`src/sv/rfhp_pkg.sv`:
```
// rfhp_pkg: types, constants and decode functions for range_frame_to_haptic_pulse.
// No dependencies; every other file imports it.
package rfhp_pkg;

  localparam int BYTE_W     = 8;
  localparam int RANGE_W    = 10;
  localparam int TIMER_W    = 8;
  localparam int DIGIT_W    = 4;
  localparam int CFG_IDX_W  = 1;
  localparam int CFG_DATA_W = 10;

  localparam logic [BYTE_W-1:0]  START_BYTE  = 8'h52;
  localparam logic [BYTE_W-1:0]  CHAR_ZERO   = 8'h30;
  localparam logic [BYTE_W-1:0]  CHAR_EIGHT  = 8'h38;
  localparam logic [DIGIT_W-1:0] DIGIT_OTHER = 4'd9;

  localparam logic [RANGE_W-1:0] LOWER_RESET = 10'd40;
  localparam logic [RANGE_W-1:0] UPPER_RESET = 10'd80;

  localparam logic [RANGE_W-1:0] BAND_50 = 10'd50;
  localparam logic [RANGE_W-1:0] BAND_60 = 10'd60;
  localparam logic [RANGE_W-1:0] BAND_70 = 10'd70;
  localparam logic [RANGE_W-1:0] BAND_80 = 10'd80;

  localparam logic [TIMER_W-1:0] ON_SHORT  = 8'd150;
  localparam logic [TIMER_W-1:0] ON_LONG   = 8'd180;
  localparam logic [TIMER_W-1:0] OFF_70    = 8'd230;
  localparam logic [TIMER_W-1:0] OFF_60    = 8'd150;
  localparam logic [TIMER_W-1:0] OFF_50    = 8'd125;
  localparam logic [TIMER_W-1:0] OFF_OTHER = 8'd100;

  typedef enum logic [CFG_IDX_W-1:0] {
    CFG_LOWER = 1'b0,
    CFG_UPPER = 1'b1
  } cfg_idx_t;

  typedef enum logic [2:0] {
    PH_IDLE = 3'b001,
    PH_ON   = 3'b010,
    PH_OFF  = 3'b100
  } pulse_ph_t;

  typedef enum logic [3:0] {
    FR_WAIT = 4'b0001,
    FR_HUND = 4'b0010,
    FR_TENS = 4'b0100,
    FR_ONES = 4'b1000
  } frame_ph_t;

  // classified item as it sits in the queue
  typedef struct packed {
    logic               is_tick;
    logic               is_start;
    logic [DIGIT_W-1:0] digit;
    logic [BYTE_W-1:0]  rx_byte;
  } item_cls_t;

  typedef struct packed {
    logic [TIMER_W-1:0] on_t;
    logic [TIMER_W-1:0] off_t;
  } pulse_times_t;

  typedef struct packed {
    logic               echo_valid;
    logic [BYTE_W-1:0]  echo_byte;
    logic               motor_on;
    logic               range_valid;
    logic [RANGE_W-1:0] range_value;
    logic               byte_dropped;
  } result_t;

  function automatic logic [DIGIT_W-1:0] digit_of(input logic [BYTE_W-1:0] b);
    logic [BYTE_W-1:0] d;
    d = b - CHAR_ZERO;
    if (b >= CHAR_ZERO && b <= CHAR_EIGHT) return d[DIGIT_W-1:0];
    return DIGIT_OTHER;
  endfunction

  function automatic pulse_times_t band_times(input logic [RANGE_W-1:0] r);
    pulse_times_t t;
    if (r >= BAND_70 && r < BAND_80) begin
      t.on_t = ON_SHORT; t.off_t = OFF_70;
    end else if (r >= BAND_60 && r < BAND_70) begin
      t.on_t = ON_LONG;  t.off_t = OFF_60;
    end else if (r >= BAND_50 && r < BAND_60) begin
      t.on_t = ON_LONG;  t.off_t = OFF_50;
    end else begin
      t.on_t = ON_SHORT; t.off_t = OFF_OTHER;
    end
    return t;
  endfunction

endpackage

```
`src/sv/rfhp_if.sv`:
```
// rfhp_if: valid/ready channel interfaces for the input items and result items.
// Depends on rfhp_pkg.
interface rfhp_in_if import rfhp_pkg::*; ();
  logic              valid;
  logic              ready;
  logic              kind;
  logic [BYTE_W-1:0] rx_byte;

  modport source (output valid, kind, rx_byte, input ready);
  modport sink   (input valid, kind, rx_byte, output ready);
endinterface

interface rfhp_out_if import rfhp_pkg::*; ();
  logic               valid;
  logic               ready;
  logic               echo_valid;
  logic [BYTE_W-1:0]  echo_byte;
  logic               motor_on;
  logic               range_valid;
  logic [RANGE_W-1:0] range_value;
  logic               byte_dropped;

  modport source (output valid, echo_valid, echo_byte, motor_on, range_valid, range_value,
                  byte_dropped, input ready);
  modport sink   (input valid, echo_valid, echo_byte, motor_on, range_valid, range_value,
                  byte_dropped, output ready);
endinterface

```
`src/sv/rfhp_front.sv`:
```
// rfhp_front: accepts input items and classifies them (tick, start byte, digit value).
// Depends on rfhp_pkg and rfhp_in_if.
module rfhp_front import rfhp_pkg::*; (
  rfhp_in_if.sink   in_ch,
  input  logic      q_full,
  output logic      push,
  output item_cls_t push_data
);

  assign in_ch.ready = !q_full;
  assign push        = in_ch.valid && !q_full;

  always_comb begin
    push_data.is_tick  = in_ch.kind;
    push_data.is_start = (in_ch.rx_byte == START_BYTE);
    push_data.digit    = digit_of(in_ch.rx_byte);
    push_data.rx_byte  = in_ch.rx_byte;
  end

endmodule

```
`src/sv/rfhp_queue.sv`:
```
// rfhp_queue: two-entry FIFO of classified items between front and back.
// Depends on rfhp_pkg.
module rfhp_queue import rfhp_pkg::*; (
  input  logic      clk,
  input  logic      rst_n,
  input  logic      push,
  input  item_cls_t push_data,
  output logic      full,
  input  logic      pop,
  output logic      pop_valid,
  output item_cls_t pop_data
);

  item_cls_t  mem_r [2];
  logic       wr_ptr_r, wr_ptr_nxt;
  logic       rd_ptr_r, rd_ptr_nxt;
  logic [1:0] cnt_r, cnt_nxt;

  assign full      = cnt_r[1];
  assign pop_valid = (cnt_r != 2'd0);
  assign pop_data  = mem_r[rd_ptr_r];

  always_comb begin
    wr_ptr_nxt = wr_ptr_r ^ push;
    rd_ptr_nxt = rd_ptr_r ^ pop;
    cnt_nxt    = cnt_r + {1'b0, push} - {1'b0, pop};
  end

  always_ff @(posedge clk) begin
    if (!rst_n) begin
      wr_ptr_r <= 1'b0;
      rd_ptr_r <= 1'b0;
      cnt_r    <= 2'd0;
    end else begin
      wr_ptr_r <= wr_ptr_nxt;
      rd_ptr_r <= rd_ptr_nxt;
      cnt_r    <= cnt_nxt;
    end
  end

  always_ff @(posedge clk) begin
    if (push) begin
      mem_r[wr_ptr_r] <= push_data;
    end
  end

endmodule

```
`src/sv/rfhp_back.sv`:
```
// rfhp_back: frame decoder, pulse sequencer and registered result stage.
// Depends on rfhp_pkg and rfhp_out_if.
module rfhp_back import rfhp_pkg::*; (
  input  logic               clk,
  input  logic               rst_n,
  input  logic               q_valid,
  input  item_cls_t          q_data,
  output logic               pop,
  input  logic [RANGE_W-1:0] lower_limit,
  input  logic [RANGE_W-1:0] upper_limit,
  rfhp_out_if.source         out_ch
);

  frame_ph_t          frame_r, frame_nxt;
  logic [RANGE_W-1:0] part_r, part_nxt;
  pulse_ph_t          pulse_r, pulse_nxt;
  logic [TIMER_W-1:0] timer_r, timer_nxt;
  logic [TIMER_W-1:0] off_r, off_nxt;
  logic               ovalid_r;
  result_t            res_r, res_nxt;

  logic [RANGE_W+3:0] acc;
  logic [RANGE_W-1:0] range_new;
  logic [TIMER_W-1:0] timer_dec;
  logic               busy;
  pulse_times_t       times;

  assign pop = q_valid && (!ovalid_r || out_ch.ready);

  always_comb begin
    acc       = {1'b0, part_r, 3'b000} + {3'b000, part_r, 1'b0} + {10'd0, q_data.digit};
    range_new = acc[RANGE_W-1:0];
    times     = band_times(range_new);
    timer_dec = (timer_r != '0) ? timer_r - 1'b1 : timer_r;
    busy      = (pulse_r == PH_ON) || (pulse_r == PH_OFF);

    frame_nxt = frame_r;
    part_nxt  = part_r;
    pulse_nxt = pulse_r;
    timer_nxt = timer_r;
    off_nxt   = off_r;
    res_nxt   = '0;

    if (q_data.is_tick) begin
      unique case (pulse_r)
        PH_ON: begin
          timer_nxt = timer_dec;
          if (timer_dec == '0) begin
            pulse_nxt = PH_OFF;
            timer_nxt = off_r;
          end
        end
        PH_OFF: begin
          timer_nxt = timer_dec;
          if (timer_dec == '0) pulse_nxt = PH_IDLE;
        end
        default: pulse_nxt = PH_IDLE;
      endcase
    end else if (busy) begin
      res_nxt.byte_dropped = 1'b1;
    end else begin
      res_nxt.echo_valid = 1'b1;
      res_nxt.echo_byte  = q_data.rx_byte;
      unique case (frame_r)
        FR_WAIT: begin
          if (q_data.is_start) begin
            frame_nxt = FR_HUND;
            part_nxt  = '0;
          end
        end
        FR_HUND: begin
          part_nxt  = range_new;
          frame_nxt = FR_TENS;
        end
        FR_TENS: begin
          part_nxt  = range_new;
          frame_nxt = FR_ONES;
        end
        FR_ONES: begin
          part_nxt            = range_new;
          frame_nxt           = FR_WAIT;
          res_nxt.range_valid = 1'b1;
          res_nxt.range_value = range_new;
          if (range_new >= lower_limit && range_new <= upper_limit) begin
            pulse_nxt = PH_ON;
            timer_nxt = times.on_t;
            off_nxt   = times.off_t;
          end
        end
        default: frame_nxt = FR_WAIT;
      endcase
    end
    res_nxt.motor_on = (pulse_nxt == PH_ON);
  end

  always_ff @(posedge clk) begin
    if (!rst_n) begin
      frame_r  <= FR_WAIT;
      part_r   <= '0;
      pulse_r  <= PH_IDLE;
      timer_r  <= '0;
      off_r    <= '0;
      ovalid_r <= 1'b0;
    end else begin
      if (pop) begin
        frame_r <= frame_nxt;
        part_r  <= part_nxt;
        pulse_r <= pulse_nxt;
        timer_r <= timer_nxt;
        off_r   <= off_nxt;
      end
      if (pop) begin
        ovalid_r <= 1'b1;
      end else if (out_ch.ready) begin
        ovalid_r <= 1'b0;
      end
    end
  end

  always_ff @(posedge clk) begin
    if (pop) begin
      res_r <= res_nxt;
    end
  end

  assign out_ch.valid        = ovalid_r;
  assign out_ch.echo_valid   = res_r.echo_valid;
  assign out_ch.echo_byte    = res_r.echo_byte;
  assign out_ch.motor_on     = res_r.motor_on;
  assign out_ch.range_valid  = res_r.range_valid;
  assign out_ch.range_value  = res_r.range_value;
  assign out_ch.byte_dropped = res_r.byte_dropped;

endmodule

```
`src/sv/range_frame_to_haptic_pulse.sv`:
```
// range_frame_to_haptic_pulse: top level with limit registers, front, queue and back.
// Depends on rfhp_pkg, rfhp_if, rfhp_front, rfhp_queue, rfhp_back.
//
// Takes one item per clock (a serial byte or a millisecond tick) while the queue has
// room, and returns exactly one result item per input item, in order. Sustained rate
// is one item per cycle when the output is not stalled; a result is registered in the
// queue and then in the result stage. The back end sets the rate, updating frame and
// pulse state for one item each cycle that it pops; the two-entry queue lets input
// and output stall independently. The user must write limits through cfg_we/cfg_idx/
// cfg_wdata only while the block is idle; the block itself does not enforce this.
module range_frame_to_haptic_pulse import rfhp_pkg::*; (
  input  logic                  clk,
  input  logic                  rst_n,
  rfhp_in_if.sink               in_ch,
  rfhp_out_if.source            out_ch,
  input  logic                  cfg_we,
  input  logic [CFG_IDX_W-1:0]  cfg_idx,
  input  logic [CFG_DATA_W-1:0] cfg_wdata
);

  logic [RANGE_W-1:0] lower_r, upper_r;
  logic               q_full, q_push, q_pop, q_valid;
  item_cls_t          q_wdata, q_rdata;

  always_ff @(posedge clk) begin
    if (!rst_n) begin
      lower_r <= LOWER_RESET;
      upper_r <= UPPER_RESET;
    end else if (cfg_we) begin
      unique case (cfg_idx_t'(cfg_idx))
        CFG_LOWER: lower_r <= cfg_wdata[RANGE_W-1:0];
        CFG_UPPER: upper_r <= cfg_wdata[RANGE_W-1:0];
        default: ;
      endcase
    end
  end

  rfhp_front u_front (
    .in_ch     (in_ch),
    .q_full    (q_full),
    .push      (q_push),
    .push_data (q_wdata)
  );

  rfhp_queue u_queue (
    .clk       (clk),
    .rst_n     (rst_n),
    .push      (q_push),
    .push_data (q_wdata),
    .full      (q_full),
    .pop       (q_pop),
    .pop_valid (q_valid),
    .pop_data  (q_rdata)
  );

  rfhp_back u_back (
    .clk         (clk),
    .rst_n       (rst_n),
    .q_valid     (q_valid),
    .q_data      (q_rdata),
    .pop         (q_pop),
    .lower_limit (lower_r),
    .upper_limit (upper_r),
    .out_ch      (out_ch)
  );

endmodule

```
`src/flat_wrapper.sv`:
```
// flat-port wrapper written by rule: the top's interface ports become plain ports
module range_frame_to_haptic_pulse_flat import rfhp_pkg::*;
  (clk, rst_n, cfg_we, cfg_idx, cfg_wdata, in_ch_valid, in_ch_kind, in_ch_rx_byte, in_ch_ready, out_ch_valid, out_ch_echo_valid, out_ch_echo_byte, out_ch_motor_on, out_ch_range_valid, out_ch_range_value, out_ch_byte_dropped, out_ch_ready);
  rfhp_in_if in_ch_i ();
  rfhp_out_if out_ch_i ();
  input  logic clk;
  input  logic rst_n;
  input  logic cfg_we;
  input  logic [CFG_IDX_W-1:0] cfg_idx;
  input  logic [CFG_DATA_W-1:0] cfg_wdata;
  input wire logic [$bits(in_ch_i.valid)-1:0] in_ch_valid;
  input wire logic [$bits(in_ch_i.kind)-1:0] in_ch_kind;
  input wire logic [$bits(in_ch_i.rx_byte)-1:0] in_ch_rx_byte;
  output wire logic [$bits(in_ch_i.ready)-1:0] in_ch_ready;
  output wire logic [$bits(out_ch_i.valid)-1:0] out_ch_valid;
  output wire logic [$bits(out_ch_i.echo_valid)-1:0] out_ch_echo_valid;
  output wire logic [$bits(out_ch_i.echo_byte)-1:0] out_ch_echo_byte;
  output wire logic [$bits(out_ch_i.motor_on)-1:0] out_ch_motor_on;
  output wire logic [$bits(out_ch_i.range_valid)-1:0] out_ch_range_valid;
  output wire logic [$bits(out_ch_i.range_value)-1:0] out_ch_range_value;
  output wire logic [$bits(out_ch_i.byte_dropped)-1:0] out_ch_byte_dropped;
  input wire logic [$bits(out_ch_i.ready)-1:0] out_ch_ready;
  assign in_ch_i.valid = in_ch_valid;
  assign in_ch_i.kind = in_ch_kind;
  assign in_ch_i.rx_byte = in_ch_rx_byte;
  assign in_ch_ready = in_ch_i.ready;
  assign out_ch_valid = out_ch_i.valid;
  assign out_ch_echo_valid = out_ch_i.echo_valid;
  assign out_ch_echo_byte = out_ch_i.echo_byte;
  assign out_ch_motor_on = out_ch_i.motor_on;
  assign out_ch_range_valid = out_ch_i.range_valid;
  assign out_ch_range_value = out_ch_i.range_value;
  assign out_ch_byte_dropped = out_ch_i.byte_dropped;
  assign out_ch_i.ready = out_ch_ready;
  range_frame_to_haptic_pulse u_core (.clk(clk), .rst_n(rst_n), .in_ch(in_ch_i), .out_ch(out_ch_i), .cfg_we(cfg_we), .cfg_idx(cfg_idx), .cfg_wdata(cfg_wdata));
endmodule
```
`config.mk`:
```
export PLATFORM = sky130hd
export DESIGN_NAME = range_frame_to_haptic_pulse_flat
export DESIGN_NICKNAME = d
export VERILOG_FILES = /design/src/sv/rfhp_pkg.sv /design/src/sv/rfhp_if.sv /design/src/sv/rfhp_front.sv /design/src/sv/rfhp_queue.sv /design/src/sv/rfhp_back.sv /design/src/sv/range_frame_to_haptic_pulse.sv /design/src/flat_wrapper.sv
export SDC_FILE = /design/constraint.sdc
export NUM_CORES = 1
export LEC_CHECK = 0
export BUFFER_PORTS_ARGS = -buffer_cell sky130_fd_sc_hd__buf_2
export CORE_MARGIN = 2
export CORE_UTILIZATION = 54
export CTS_CLUSTER_DIAMETER = 30
export CTS_CLUSTER_SIZE = 28
export DETAILED_ROUTE_END_ITERATION = 10
export PLACE_DENSITY = 0.76
export SLEW_MARGIN = 20
export SYNTH_ARGS = -nofsm -noshare
export SYNTH_HDL_FRONTEND = slang
export SYNTH_HIERARCHICAL = 1
export SYNTH_SLANG_ARGS = --single-unit
```
`constraint.sdc`:
```
create_clock -name clk -period 4.6 [get_ports clk]
set_clock_uncertainty 0.05 [all_clocks]
set_input_delay 0 -clock clk [delete_from_list [all_inputs] [get_ports clk]]
set_output_delay 0 -clock clk [all_outputs]
set_load 0.05 [all_outputs]
```
# Word level (Yosys, flattened, before mapping)
# Memory sizes are Yosys's and may differ from the RTL's. A register that Yosys moved wholly into a read port is not among the register bits.
# Cells that the tools add are included.
[word_totals]
regBits = 79
ramBits = 28
in_bits = 25
output_inout_bits = 24
elab_cells = 110
memories = 1
[mem_list]
columns = ["name", "words", "word_bits", "read_ports", "rd_ports_with_merged_regs", "wr", "line", "text"]
rows = [
  ["u_core.u_queue.mem_r", 2, 14, 1, 1, 1, "rfhp_queue.sv:14", "item_cls_t mem_r [2];"],
]
[classes]
add_sub_neg = 6
order_cmp = 10
n_eq_ne = 11
n_mux = 32
n_bitwise = 6
n_reduce_logical = 27
[op_table]
columns = ["operator", "n"]
rows = [
  ["8-bit two-way mux", 6],
  ["14-bit two-way mux", 3],
  ["10-bit by 6-bit >= comparator with 1-bit output (second input constant)", 2],
  ["10-bit by 7-bit < comparator with 1-bit output (second input constant)", 2],
  ["3-bit two-way mux", 6],
  ["9-bit two-way mux", 2],
  ["9-bit one-hot mux with 2 select lines", 1],
  ["8-bit one-hot mux with 2 select lines", 1],
  ["5-bit AND reduction", 3],
  ["4-bit two-way mux", 3],
  ["4-bit one-hot mux with 3 select lines", 1],
  ["11-bit two-way mux", 1],
  ["10-bit adder", 1],
  ["10-bit by 4-bit adder with 10-bit output", 1],
  ["10-bit >= comparator", 1],
  ["10-bit by 7-bit >= comparator with 1-bit output (second input constant)", 1],
  ["10-bit <= comparator", 1],
  ["10-bit by 6-bit < comparator with 1-bit output (second input constant)", 1],
  ["2-bit nonzero test", 5],
  ["8-bit by 7-bit equality test with 1-bit output (second input constant)", 1],
  ["8-bit by 6-bit >= comparator with 1-bit output (second input constant)", 1],
  ["8-bit by 6-bit <= comparator with 1-bit output (second input constant)", 1],
  ["8-bit zero test", 1],
  ["8-bit nonzero test", 1],
  ["23 further kinds", 45],
]

# Logic depth before layout (Yosys ltp)
# Gate-level depths: netlist of the first run.
[depth]
depth_word = 11
ltp_mapped = 22
ltp_nobuf = 19

# By module
# The synthesis of the first run kept the hierarchy.
[by_module_without_submodules]
columns = ["module", "instances", "cells_each", "area_per_inst_um2"]
rows = [
  ["rfhp_back", 1, 391, 3525.9],
  ["rfhp_queue", 1, 63, 1239.9],
  ["range_frame_to_haptic_pulse", 1, 81, 772.0],
  ["rfhp_front", 1, 20, 146.4],
]

# Worst setup path before layout of the first run
# No wires, ideal clock.
[synth_path]
kind = "reg-to-reg"
from = "register (tool-made name)"
to = "register u_core.u_back.timer_r[5]"
t_arrival_ps = 4645
required_ps = 4483
path_slack_ps = -163
path_stages_with_launch = 20
synth_period_minus_slack_ps = 4763
cell_sequence = "dfxtp_1 > buf_6 > mux2_2 > inv_1 > fa_1 > inv_1 > ha_1 > a211oi_1 > o21bai_1 > a21oi_1 > xnor2_1 > ha_1 > nand4_1 > a21oi_1 > a2111oi_2 > o311ai_1 > or4b_4 > buf_6 > a221o_1 > a21oi_2"
[synth_lines]
columns = ["item", "line", "text"]
rows = [
  ["end signal: assignment", "rfhp_back.sv:109", "timer_r <= timer_nxt;"],
  ["end: declaration", "rfhp_back.sv:17", "logic [TIMER_W-1:0] timer_r, timer_nxt;"],
]

==> metrics list, run 1 <==
- Outcome: complete, no violations
* Mean post-synth cell area: a little over 10 sq um
* Crit path arrival time: 4.84 ns
- After legalization and detailed placement, the total HPWL measured roughly 8.5 mm.
* Maximum fanout encountered on the critical timing path: 7
- Residual DRC count: 0
- In the final routed layout, each cell accounts on average for about 16 um.
* Clock latency reported for the late side of the worst-skew pair: 0.38 ns
- Most Frequent Cell on Critical Path: sky130_fd_sc_hd__ha_1
* Maximum Capacitance Violations: 0
* Yosys Warn Count: 6
- Max Root-Sink Buffers: 2
- In this run, the number of DRC markers left after iteration 0 of detailed routing was around 260.
* Initial antenna violation count: 0
- Counting flops with a built-in enable in the synthesized netlist gives 50.
- Die Width: 106.6 um
* Clock tree root buffer cell: sky130_fd_sc_hd__clkbuf_8
- The die covers about 11000 sq um.
* Post-Place Cell Area: 6071 sq um
- Compared with the post-synthesis result, the final layout area differs by 16.68%.
- Final count of negative-setup-slack endpoints: 0
- Commonest register cell after synthesis: sky130_fd_sc_hd__dfxtp_1
- CP max stage cell: sky130_fd_sc_hd__or4b_4
- Clock tree synthesis found a total of roughly 110 sinks.
- The critical path is of the register to register type.
- Walking the worst path, the cells encountered are mux2_2 -> ha_1 -> ha_1 -> fa_1 -> a21o_1 -> a21oi_2 -> xnor2_2 -> ha_1 -> a21oi_1 -> nand2_1 -> a2111oi_4 -> o311ai_4 -> or4b_4 -> a221o_1 -> a21oi_2.
- Clock transition at path regs: roughly 0.10 ns
- Weighted congestion at the end of routability-driven global placement: ~0.94
- Proportion of synthesized flip-flops having asynchronous set or reset: 0%
* Number of antenna-violating nets in the routed design: 0
* Share of final-layout standard cells stronger than drive strength 1: a little over a fifth
- At the end of the flow, the number of nets in the layout was a little under 700.
- For hold timing, the worst endpoint is u_core/u_back/frame_r[0].
- The worst hold path passes through 2 cells.
- Setup repair after global routing could not meet its margin everywhere.
- Endpoint kind of the worst setup timing path: register
* Number of optimization iterations in the first detailed-route pass: 5
* TritonCTS clock tree: done
- Average via count per standard cell: 5.749
- After routing the design area is ~6600 sq um.
* Worst min-delay path category: input pin to register
- Across the VDD grid, the largest voltage drop is ~0.00023 V.
- Via count: 4427
* Final Core Density: 64.54%
- The number of failing hold endpoints at the final stage came to 0.
- Min cycle time layout: between 4 and 5 ns
* Critical path required time: just under 5 ns
- Synthesis-stage register bit count: about 110
- The setup check on the worst reg-to-reg path leaves a slack of slightly above 0.01 ns.
- Counting cells, the worst reg-to-reg path comes to 15.
- Critical Path Max Stage Delay: around 0.65 ns
- First-pass GRT wire length: slightly above 20 mm
* Core area: a little over 10000 sq um
* Number of distinct standard cells referenced by the synthesized netlist: 75
* Sequential cell area fraction in the yosys report: roughly 46%
- Final period util: ~100%
- TritonCTS created 9 clock buffers.
- Startpoint type of the worst setup path: register
- Syn Std Cell Area: 5684 sq um
* Max Clock Freq: 0.2179 GHz
- I/O pin count: 49
- Maximum number of pins on one net before global-route repair: 50
- Endpoint of the worst-slack reg-to-reg timing path: u_core/u_back/timer_r[5]
- Initial core utilization: 55.31%
- Headroom to the max-slew limit came out at 29.47%.
- In this run the power density over the cells is roughly 390 nW/um^2.
- Cells after Synth: ~560
- The analysis attributes to cell leakage a power of 2.738 nW.
- 0 antenna diodes ended up in the layout.
- Global route total overflow: 0
- The via count of the first global-routing pass was 4283.
- CTS built an H-tree with a depth of 3.
- For this block, the routed nets add up to approximately 13 mm of wire.
- The final max-slew violation count came to 0.
* All-Layer GR Usage: a little under a quarter
- Worst slew pin tran: 1.043 ns
* Worst Hold Launch: rst_n
- The die is 106.6 um tall.
- Row cnt: 37
- The number of nets handed over by synthesis was 620.
* Number of port buffers: between 40 and 50
## power breakdown
part           switching, W  total (W)  internal [W]  leakage (nW)
clock              0.000316   0.000517      0.000201        0.0795
sequential        0.0000496    0.00121       0.00116         0.921
combinational      0.000626   0.000895      0.000270          1.74
## registers in the layout, summed over array words and instances (netlist names), named ones only
register / flops
u_core/u_queue/mem_r: 28
u_core/lower_r: 10
u_core/u_back/out_ch.range_value: 10
u_core/upper_r: 10
u_core/u_back/part_r: 9
u_core/u_back/out_ch.echo_byte: 8
u_core/u_back/timer_r: 8
u_core/u_back/off_r: 5
u_core/u_back/frame_r: 4
u_core/u_back/pulse_r: 3
u_core/u_queue/cnt_r: 2
u_core/u_back/out_ch.byte_dropped: 1
u_core/u_back/out_ch.echo_valid: 1
u_core/u_back/out_ch.motor_on: 1
u_core/u_back/out_ch.range_valid: 1
u_core/u_back/out_ch.valid: 1
u_core/u_queue/rd_ptr_r: 1
u_core/u_queue/wr_ptr_r: 1
## synthesized netlist by cell type (9+ instances only)
library cell / count / area (sq um)
sky130_fd_sc_hd__dfxtp_1: 55 / 1101
sky130_fd_sc_hd__mux2i_1: 17 / 170.2
sky130_fd_sc_hd__nor2_1: 32 / 120.1
sky130_fd_sc_hd__nand3_1: 10 / 50.05
sky130_fd_sc_hd__edfxtp_1: 50 / 1501
sky130_fd_sc_hd__a21oi_1: 24 / 120.1
sky130_fd_sc_hd__and2_1: 18 / 112.6
sky130_fd_sc_hd__inv_1: 45 / 168.9
sky130_fd_sc_hd__a22oi_1: 11 / 82.58
sky130_fd_sc_hd__nand2_1: 50 / 187.7
sky130_fd_sc_hd__mux2_2: 14 / 157.7
sky130_fd_sc_hd__o21ai_0: 14 / 70.07
sky130_fd_sc_hd__ha_1: 38 / 475.5
sky130_fd_sc_hd__buf_4: 9 / 67.56
sky130_fd_sc_hd__clkbuf_1: 13 / 48.80
## critical path: cells and delay by family, from the launching register on
| family | cells | cell delay, ns |
|---|---|---|
| AOI/OAI and AO/OA | 7 | 1.60 |
| DFF | 1 | 0.37 |
| xor gates and xnor gates | 1 | 0.09 |
| and+or+nand+nor | 2 | 0.76 |
| muxes | 1 | 0.35 |
| adders and majority gates | 4 | 1.30 |
## cells in the final DEF (no fill, tap or decap), types with 7 or more instances in the layout
cell type                       netlist  layout
sky130_fd_sc_hd__o21ai_1              6       7
sky130_fd_sc_hd__dfxtp_1             55      54
sky130_fd_sc_hd__inv_1               45      43
sky130_fd_sc_hd__edfxtp_1            50      50
sky130_fd_sc_hd__buf_4                9      21
sky130_fd_sc_hd__nor3_1               8       7
sky130_fd_sc_hd__nor2_1              32      31
sky130_fd_sc_hd__nand2_1             50      49
sky130_fd_sc_hd__buf_2                3      48
sky130_fd_sc_hd__o21ai_0             14      12
sky130_fd_sc_hd__mux2_2              14      13
sky130_fd_sc_hd__nand4_1              8       8
sky130_fd_sc_hd__a21oi_1             24      22
sky130_fd_sc_hd__nand3_1             10      10
sky130_fd_sc_hd__and2_1              18      17
sky130_fd_sc_hd__clkbuf_8             0       9
sky130_fd_sc_hd__or3_1                8       7
sky130_fd_sc_hd__mux2i_1             17      17
sky130_fd_sc_hd__a22oi_1             11      10
sky130_fd_sc_hd__ha_1                38      35
sky130_fd_sc_hd__dlygate4sd3_1        0      23
## area by class of cell
cell class	instances	area, sq um
Fill cell	826	3645
Tap cell	136	170.2
Clock buffer	11	131.4
Timing Repair Buffer	92	628.1
Inverter	45	168.9
Clock inverter	5	38.79
Multi-Input combinational cell	376	2892
Sequential cell	105	2604
## routing by layer
metal / vias to the layer above / track usage (%) / share of wire, %
met5: - / 0 / 0
met4: 0 / 6.030 / 1.1
met3: 14 / 4.620 / 3.9
met2: 95 / 39.13 / 51
met1: 2163 / 28.77 / 44
li1: 2155 / - / -
## how the worst max path moves through the flow
stage | end
after floorplan | u_core/u_back/timer_r[5]
after global placement | u_core/u_back/timer_r[5]
after detailed placement | u_core/u_back/timer_r[5]
after CTS | u_core/u_back/timer_r[5]
after global routing | u_core/u_back/timer_r[5]
final | u_core/u_back/timer_r[5]
## cells by family (layout without fill, tap and decap cells)
logic type      after synthesis  count (layout)  share of synthesized area [%]
xor+xnor                     12              12                          2.333
buf+inv                      75             153                          6.141
fa+ha+maj                    41              41                          9.245
mux                          31              31                          5.767
flops                       105             105                          45.78
simple gates                181             182                          16.95
compound gates              110             110                          13.78
## stage by stage
| stage | hold WS [ns] | setup TNS [ns] | setup WS [ns] | power (W) | std cells |
|---|---|---|---|---|---|
| 2_1_floorplan | 0.07164 | 0 | 0.003370 | 0.001888 | 555 |
| 3_3_place_gp | 0.1506 | 0 | 0.02605 | 0.002063 | 726 |
| 3_5_place_dp | 0.1608 | -0.3311 | -0.1056 | 0.002090 | 726 |
| 4_1_cts | 0.1294 | 0 | 0.009774 | 0.002614 | 767 |
| 5_1_grt | 0.1744 | -1.437 | -0.1594 | 0.002750 | 770 |
| 6_report | 0.1254 | 0 | 0.01039 | 0.002618 | 770 |
## what timing repair did
| action | CTS | global route |
|---|---|---|
| buffers inserted | 1 | 3 |
| pin swaps | 3 | 14 |
| setup endpoints to repair | 9 | 17 |
| hold buffers | 23 | 0 |
| endpoints found under the hold margin | 49 | 0 |
| gates resized for setup | 3 | 21 |
| gates cloned | 1 | 0 |
Power figures use the tool's default switching activity.
==> run 2, diff against run 1 <==
Settings changed: REMOVE_ABC_BUFFERS from default to 1.
==> run 2 against run 1 <==
Compared with the run above:
- clock-buffer cell count down 2
- core utilization up 0.99 points
- worst setup slack better by 0.15 ns
- sequential share of layout area down 0.59 points
- critical path depth up 4
- clock power up 9.9%
- critical endpoint unchanged
- largest cell class unchanged
- largest power group unchanged
==> metrics list, run 2 (same netlist as run 1, synthesis figures left out) <==
- CP max stage cell: sky130_fd_sc_hd__or4b_4
- The layout cell share with drive strength beyond 1 came to 22.05% (+1.2 points).
- The standby leakage power was 2.802 nW (+2.3%).
- I/O pin count: 49 (unchanged)
* Core area: 10280 sq um (unchanged)
- The worst-case register-to-register setup slack came to 0.16 ns (+0.15 ns).
- The library cells used most frequently in the layout, excluding fill and tap cells, are sky130_fd_sc_hd__dfxtp_1, sky130_fd_sc_hd__nand2_1, sky130_fd_sc_hd__edfxtp_1.
- The worst setup path is launched from a register.
- Max Clock Freq: 0.2252 GHz (+3.3%)
- Critical path required time: 4.86 ns (about the same)
- Initial antenna violation count: 0 (unchanged)
* Pins over their slew limit: 0 (unchanged)
- Clk pwr share: 21.3% (+1.5 points)
- Worst hold stages: 3 (+1)
* Power per unit of standard cell area: 395.6 nW/um^2 (+0.22%)
- The area of combinational cells with multiple inputs is 2874 sq um (-0.61%).
- For hold timing, the worst endpoint is u_core/u_back/frame_r[0].
- Weighted congestion at the end of routability-driven global placement: 0.8977 (-4.8%)
- Endpoint kind of the worst setup timing path: register
* DR WL/cell: 15.44 um (-5.9%)
* Final count of negative-setup-slack endpoints: 0 (unchanged)
- Worst min-delay path category: input pin to register
- The number of antenna repair diodes came to 0 (unchanged).
* Total Routed Length: 12.04 mm (-4.7%)
- Leaving out fill and tap cells, the most frequent cell in the layout is sky130_fd_sc_hd__dfxtp_1.
- Worst slew pin tran: 0.9292 ns (-0.1140 ns)
- The largest net degree at the start of global routing is 50 (unchanged).
- The HPWL reported at the end of detailed placement came to 8.571 mm (+0.74%).
- Area of all placed cells without fillers: 6734 sq um (+1.5%)
- Max Root-Sink Buffers: 2 (unchanged)
* Clock transition at path regs: 0.11 ns (about the same)
- The endpoint identified for the worst register-to-register timing path is u_core/u_back/timer_r[5].
* Vias in the first global route: 4163 (-2.8%)
* Switching part of the total: 38.01% (+0.14 points)
* Min cycle time layout: 4.441 ns (-0.1486 ns)
- Maximum Capacitance Violations: 0 (unchanged)
- The flow ran to the end, and the final reports show no timing, DRC or antenna violations.
- The critical path is of the register to register type.
* Number of optimization iterations in the first detailed-route pass: 5 (unchanged)
- Internal Dissipation: 0.001652 W (+1.5%)
* Layout Area Growth over Synthesis: 18.47%
- TritonCTS clock tree: done
- The switching power summed over all nets came to 0.001013 W (+2.1%).
- The number of DRC violations after detailed routing was 0 (unchanged).
* Detailed router's first-iteration violation count: 203 (-22%)
* Average via count per standard cell: 5.665 (-1.5%)
* Fillers: 832 (+0.73%)
- Sink count of the clock tree: 105 (unchanged)
- Row cnt: 37 (unchanged)
- The count of input and output buffers came to 48 (unchanged).
- Maximum level of the CTS H-tree: 3 (unchanged)
- Die Width: 106.6 um (unchanged)
* Worst Hold Launch: rst_n
- The area enclosed by the die boundary came to 11360 sq um (unchanged).
- Hold Vio Cnt, Final: 0 (unchanged)
* Relative slew slack: 37.57% (+8.1 points)
- Register with the highest flop count: u_core/u_queue/mem_r
* All-Layer GR Usage: 22.13% (-0.45 points)
- Clock tree root buffer cell: sky130_fd_sc_hd__clkbuf_8
* Initial core utilization: 55.31% (unchanged)
- The number of cells on the worst reg-to-reg path came to 19 (+4).
- The cell area after placement was 6117 sq um (+0.76%).
* Max reg flops: 28 (unchanged)
- Maximum fanout encountered on the critical timing path: 6 (-1)
* Final period util: 96.54% (-3.2 points)
- The total number of vias was 4419 (-0.18%).
* Register Area: 2604 sq um (unchanged)
* Number of buffers added by the clock tree synthesis step: 9 (unchanged)
- Maximum VDD drop: 0.0002753 V (+19%)
- Number of antenna-violating nets in the routed design: 0 (unchanged)
* Minimum hold slack: 0.08191 ns (-0.04352 ns)
- Clock latency reported for the late side of the worst-skew pair: 0.38 ns (about the same)
* Power share of the combinational group: 33.6% (-0.6 points)
* Critical Path Max Stage Delay: 0.57 ns (-0.08 ns)
- DIE HEIGHT: 106.6 um (unchanged)
- Final net count: 704 (+1.4%)
* Global route total overflow: 0 (unchanged)
- Walking the worst path, the cells encountered are mux2_4 -> inv_2 -> fa_1 -> inv_2 -> ha_4 -> a211oi_2 -> o21bai_1 -> a21oi_2 -> xnor2_2 -> buf_4 -> ha_4 -> and2_4 -> o2111ai_1 -> o21ai_1 -> maj3_2 -> a21oi_4 -> or4b_4 -> a221o_1 -> a21oi_2.
- The critical path data arrival time came to 4.70 ns (-0.14 ns).
* Reg power frac: 45.1% (-0.9 points)
* First-pass GRT wire length: 19.92 mm (-2.2%)
- Setup repair after global routing could not meet its margin everywhere.
==> run 2: changes by cell type in the layout (fill, tap and decap cells not counted), sizes merged <==
cell         change
clkinv           +3
buf              +9
dlygate4sd3      +1
inv              +1
clkbuf           -2
clkinvlp         -2
==> run 2: how the worst max path moves through the flow <==
stage	start	end	slack [ns]
2_1_floorplan	register	u_core/u_back/timer_r[5]	-0.24
3_3_place_gp	register	u_core/u_back/timer_r[5]	-0.07
3_5_place_dp	register	u_core/u_back/timer_r[5]	-0.20
4_1_cts	register	u_core/u_back/timer_r[5]	0.004
5_1_grt	register	u_core/u_back/timer_r[5]	-0.009
6_report	register	u_core/u_back/timer_r[5]	0.16
==> run 2: power by group through the flow <==
| stage | logic [W] | clock network (W) | registers, W |
|---|---|---|---|
| 2_1_floorplan | 0.000346 | 0 | 0.00151 |
| 3_3_place_gp | 0.000855 | 0 | 0.00121 |
| 3_5_place_dp | 0.000871 | 0 | 0.00122 |
| 4_1_cts | 0.000893 | 0.000588 | 0.00120 |
| 5_1_grt | 0.000970 | 0.000617 | 0.00122 |
| 6_report | 0.000896 | 0.000568 | 0.00120 |
==> run 2: cell type report <==
cell class	count	share of cell area, %
clock buffers	9	1.839
clock inverters	7	1.245
inverters	45	2.508
multi-input cells	376	42.68
flip-flops and latches	105	38.67
well taps	136	2.527
repair buffers	102	10.54
==> run 2: repair_timing <==
| action | CTS | global route |
|---|---|---|
| hold endpoints to repair | 49 | 0 |
| cloned | 1 | 0 |
| resized for setup | 12 | 17 |
| hold buffers | 24 | 0 |
| pin swaps | 5 | 21 |
| buffers inserted | 1 | 2 |
| setup endpoints to repair | 16 | 17 |
==> run 2: critical path, delay by kind of cell, from the launching register on <==
family                     cells  cell delay (ns)
muxes                          1             0.30
AOI/OAI and AO/OA              8             1.41
adders and majority gates      4             1.10
and+or+nand+nor                2             0.70
buffers and inverters          3             0.30
xor gates and xnor gates       1             0.13
DFF                            1             0.36
==> run 2: per-layer routing <==
layer  vias to the layer above  routed length [um]  GRT usage, %
li1                       2179                   -             -
met1                      2125                5377         29.22
met2                       107                5989         37.85
met3                         8                 548         3.465
met4                         0                 125         6.215
met5                         -                   0             0
==> run 2: per-stage QoR <==
| stage | worst slack [ns] | power [W] | std cells | setup TNS, ns | utilization [%] |
|---|---|---|---|---|---|
| after global placement | -0.06879 | 0.002070 | 736 | -0.09519 | 59.52 |
| final | 0.1590 | 0.002664 | 780 | 0 | 65.52 |
| after global routing | -0.009485 | 0.002803 | 780 | -0.009485 | 65.52 |
| after CTS | 0.003574 | 0.002683 | 778 | 0 | 64.61 |
| after detailed placement | -0.1952 | 0.002093 | 736 | -1.278 | 59.52 |
| after floorplan | -0.2419 | 0.001859 | 525 | -1.350 | - |
